$ cat src/pip_edge_mul.sv
`default_nettype none

module pip_edge_mul #(
  parameter int DiffWidth = 25
) (
  input  wire                         clk_i,
  input  wire                         en_i,
  input  wire  signed [DiffWidth-1:0] ax_i,
  input  wire         [DiffWidth-1:0] am_i,
  input  wire  signed [DiffWidth-1:0] bx_i,
  input  wire         [DiffWidth-1:0] bn_i,
  output logic                        less_o
);

  localparam int ProdWidth = 2 * DiffWidth + 1;

  logic signed [ProdWidth-1:0] pa_d, pa_q;
  logic signed [ProdWidth-1:0] pb_d, pb_q;

  assign pa_d = ax_i * $signed({1'b0, am_i});
  assign pb_d = bx_i * $signed({1'b0, bn_i});

  always_ff @(posedge clk_i) begin
    if (en_i) begin
      pa_q <= pa_d;
      pb_q <= pb_d;
    end
  end

  assign less_o = pa_q < pb_q;

endmodule

`default_nettype wire

$ cat config.mk
export PLATFORM = sky130hd
export DESIGN_NAME = pip_edge_mul
export DESIGN_NICKNAME = d
export VERILOG_FILES = /design/src/pip_edge_mul.sv
export SDC_FILE = /design/constraint.sdc
export NUM_CORES = 2
export LEC_CHECK = 0
export BUFFER_PORTS_ARGS = -buffer_cell sky130_fd_sc_hd__buf_2
export CELL_PAD_IN_SITES_DETAIL_PLACEMENT = 1
export CELL_PAD_IN_SITES_GLOBAL_PLACEMENT = 1
export CORE_ASPECT_RATIO = 0.5
export CORE_UTILIZATION = 30
export DETAILED_ROUTE_END_ITERATION = 8
export HOLD_SLACK_MARGIN = 0.03
export PLACE_DENSITY = 0.64
export SYNTH_ARGS = -nofsm -noshare
export SYNTH_HDL_FRONTEND = slang
export SYNTH_SLANG_ARGS = --single-unit
export TNS_END_PERCENT = 30
$ cat constraint.sdc
create_clock -name clk_i -period 15.2 [get_ports clk_i]
set_input_delay 0.76 -clock clk_i [delete_from_list [all_inputs] [get_ports clk_i]]
set_output_delay 0.76 -clock clk_i [all_outputs]
set_load 0.01 [all_outputs]
Yosys cells after proc, flatten, opt, wreduce, memory -nomap -nowiden
Cells that the tools add are included.
{"block": "classes", "div_mod_pow": 0, "eq_ne": 0, "reduce_logical": 0, "addsub": 0, "bitwise": 0, "shifts": 0, "multipliers": 2, "muxes": 0, "magnitude_cmp": 1}
{"op": "$mul A25 B26 Y51", "count": 2}
{"op": "$lt A51 B51 Y1", "count": 1}
{"block": "totals", "memories": 0, "out_inout_bits": 1, "wordCells": 5, "latch_bits": 0, "mem_bits_ro": 0, "reg_bits": 102, "ramBits": 0}

Depth between registers and ports, before layout
{"block": "depth", "ltp_word": 1, "depth_mapped": 28, "depth_no_buf": 25}

Least setup slack after synthesis
No wires, ideal clock.
{"block": "synth_path", "path_type": "in2reg", "start": "input port ax_i[4]", "end": "register pa_q[46], data pin", "setup_slack_ns": 8.013, "setup_time_ns": 0.262, "arrival_time_ns": 6.926, "t_required_ns": 14.938, "n_path_buf": 2, "stages": 27, "path_cell_list": "clkbuf_1 > clkbuf_1 > nand2_1 > fa_1 > inv_1 > fa_1 > inv_1 > fa_1 > inv_1 > fa_1 > inv_1 > fa_1 > inv_1 > fa_1 > inv_1 > fa_1 > inv_1 > ha_1 > and4_1 > o2111a_1 > a22o_1 > or3_1 > nand3_1 > a31oi_1 > a21oi_1 > o21ai_1 > xor2_1"}
{"block": "synth_via", "elab_chain_len": 1}
{"item": "start, declared", "line_no": "8", "rtl": "input wire signed [DiffWidth-1:0] ax_i,"}
{"item": "$mul A25 B26 Y51", "line_no": "20", "rtl": "assign pa_d = ax_i * $signed({1'b0, am_i});"}
{"item": "via pa_d[46]", "line_no": "17", "rtl": "logic signed [ProdWidth-1:0] pa_d, pa_q;"}
{"item": "end signal, assigned", "line_no": "25", "rtl": "pa_q <= pa_d;"}
{"item": "end, declared", "line_no": "17"}
The timed path passes the listed nets, and every way through them passes these cells.
A chain may end at the register's enable or synchronous reset.

Worst setup path after layout
{"block": "layout_path", "start": "input port bx_i[10]", "end": "register pb_q[50], data pin"}
{"block": "layout_via", "elab_chain_len": 1}
{"item": "start, declared", "line_no": "10", "rtl": "input wire signed [DiffWidth-1:0] bx_i,"}
{"item": "$mul A25 B26 Y51", "line_no": "21", "rtl": "assign pb_d = bx_i * $signed({1'b0, bn_i});"}
{"item": "via pb_d[50]", "line_no": "18", "rtl": "logic signed [ProdWidth-1:0] pb_d, pb_q;"}
{"item": "end signal, assigned", "line_no": "26", "rtl": "pb_q <= pb_d;"}
{"item": "end, declared", "line_no": "18"}
The timed path passes the listed nets, and every way through them passes these cells.

==> results.yml <==
outcome:
  status: "complete, no violations"
clock_tree:
  cts_buffer_depth: 2
  cts_sinks: 102
  clk_pin_slew_ns: 0.06
  postCtsHoldBufs: 0
  cts_tree: "built"
  cts_buffers: 9
  ctsResizeCount: 0
  root_buffer: "clkbuf_16"
  cts_setup_buffers: 0
  h-tree-depth: 3
floorplan:
  io_pins: 103
  core_um2: 153000
  die_x_um: 558
  dieArea_um2: 156000
  die_h_um: 280
  fp-row-count: 101
  start_util_pct: 30.4
worst_setup_path:
  crit_family: "adder cells"
  worst_setup_path_start_kind: "input pin"
  arrival_ns: 7.74
  worst_setup_path_end_kind: "flop"
  cp_cell_sequence: "buf_2 > nand2_1 > fa_1 > fa_1 > inv_1 > fa_1 > fa_1 > fa_1 > fa_1 > inv_1 > fa_1 > inv_1 > ha_1 > and3_1 > a221o_1 > a21oi_2 > o21ai_0 > a21o_1 > a211oi_2 > o31a_1 > o31ai_1 > a22o_1"
  max_stage_delay_ns: 0.67
  cp.buffers_inverters: 4
  crit_required_ns: 15.30
  worst_path_max_delay_cell: "fa_1"
  critPathMostFrequentCell: "fa_1"
  critPathMaxFanout: 25
  path_class: "input pin to flop"
detailed_routing:
  drtPass1Iterations: 4
  drt_iter0_markers: 1356
  vias_per_cell: 4.68
  drc: 0
  post_drt_wl_per_cell_um: 18.7
  drt-total-wl_um: 131000
  vias: 32700
  drtAntennaViolNets: 0
grt:
  grt_util_met2_pct: 30.5
  grt_busiest_layer: "met2"
  grt_pass1_vias: 38800
  grt_max_degree: 71
  grt_usage_pct: 17.4
  grt_overflow: 0
  grt_pass1_wl_um: 217000
  antenna_found_initial: 12
  met3_usage_pct: 1.29
  met1_usage_pct: 23.8
sta:
  tightest_slew_ns: 0.839
  slew_viol_final: 0
  max_slew_margin_pct: 44.1
  finalSetupViolations: 0
  hold_viol: 0
  min_period_ns: 7.63
  min_period_over_period_pct: 50.2
  max_freq_mhz: 131
  rsz0062_at_grt: "false"
  tns_ns: 0
layout:
  final_common_cell: "inv_1"
  fillers: 17900
  layout.nets: 6556
  stdcell_count: 6992
  final_core_util_pct: 32.1
  area_growth_pct: 5.36
  drive_above_1_share_pct: 3.08
  final_area_um2: 48900
  layout_common_cells: "inv_1 (1252), fa_1 (1052), nand2_1 (635)"
yosys:
  yosysWarnings: 0
  synth_edf_count: 102
  seq_area_frac_synth_pct: 6.60
  netlist_instances: 5041
  avgSynthCellArea_um2: 9.21
  async_flop_share_pct: 0
  synth_cell_types: 68
  synth_nets: 6669
  synthFlopType: "edfxtp_1"
  synth_seq_cells: 102
  synth_area_um2: 46400
min_path:
  hold_class: "input pin to flop"
place:
  gp_congestion: 0.869
  dp_hpwl_um: 108000
  post-place-cells: 6977
  place_area_um2: 48700
  io_buffers: 102
run:
  max_cap_violations: 0
metal layers:
metal	share of wire (%)	wire length (µm)	vias up
met1	47	60800	17400
met5	0.066	86	-
met3	3.2	4240	127
met4	1.3	1730	14
met2	49	63800	558
li1	-	-	14700
flip-flops by register name, summed over array words and instances (netlist names):
name	flops
pa_q	51
pb_q	51
cell type report:
type                            count  area [µm²]  share of cell area [%]
Timing Repair Buffer              105         536                    1.09
Antenna cell                        2        5.00                  0.0102
Clock inverter                      3        15.0                  0.0307
Sequential cell                   102        3060                    6.26
Tap cell                         2060        2580                    5.27
Multi-Input combinational cell   3458       37800                    77.3
Inverter                         1252        4700                    9.60
Clock buffer                       10         229                   0.468
kinds of logic (layout without fill, tap and decap cells):
family | Yosys count | count (layout) | synth area share, %
fa+ha+maj | 1526 | 1526 | 58.1
buf+inv | 1481 | 1370 | 12.0
simple gates | 1460 | 1460 | 16.0
compound gates | 378 | 378 | 5.54
flops | 102 | 102 | 6.60
xor+xnor | 93 | 93 | 1.75
mux | 1 | 1 | 0.0216
other cells | 0 | 2 | 0
metrics by stage:
stage	setup slack, ns	hold slack [ns]
2_1_floorplan	8.01	0.872
3_3_place_gp	7.29	1.22
3_5_place_dp	7.24	1.23
4_1_cts	7.61	0.851
5_1_grt	7.26	0.881
6_report	7.57	0.861
cell usage after synthesis, types with 5 or more instances:
master       n  share of area, %
and3_1      13              0.18
ha_1       474                13
nand4_1     36              0.48
o31ai_1      6             0.097
clkbuf_1   224               1.8
nand2b_1    30              0.40
fa_1      1052                45
nand2_1    635               5.1
xnor2_1     65               1.2
o21bai_1    22              0.36
nor2_1      44              0.36
a221oi_1     6              0.11
o21ai_2      5             0.094
a21o_1      73               1.2
a21oi_1    114               1.2
o21ai_0     50              0.54
and2_1     627               8.4
a211oi_1     9              0.15
edfxtp_1   102               6.6
nor2b_1     32              0.43
xor2_1      28              0.53
a31oi_1     19              0.26
o211ai_1     7              0.11
nand3_1     21              0.23
o21a_1      12              0.19
inv_1     1252                10
path summary, 6_finish.rpt:
check | depth (start not counted) | start | to
hold / removal | 1 | en_i | pa_q[50]$_DFFE_PP_
setup / recovery | 22 | bx_i[10] | pb_q[50]$_DFFE_PP_
Power is not shown: default switching activity piles up to over one toggle a cycle in this logic, so the estimate is an artifact.
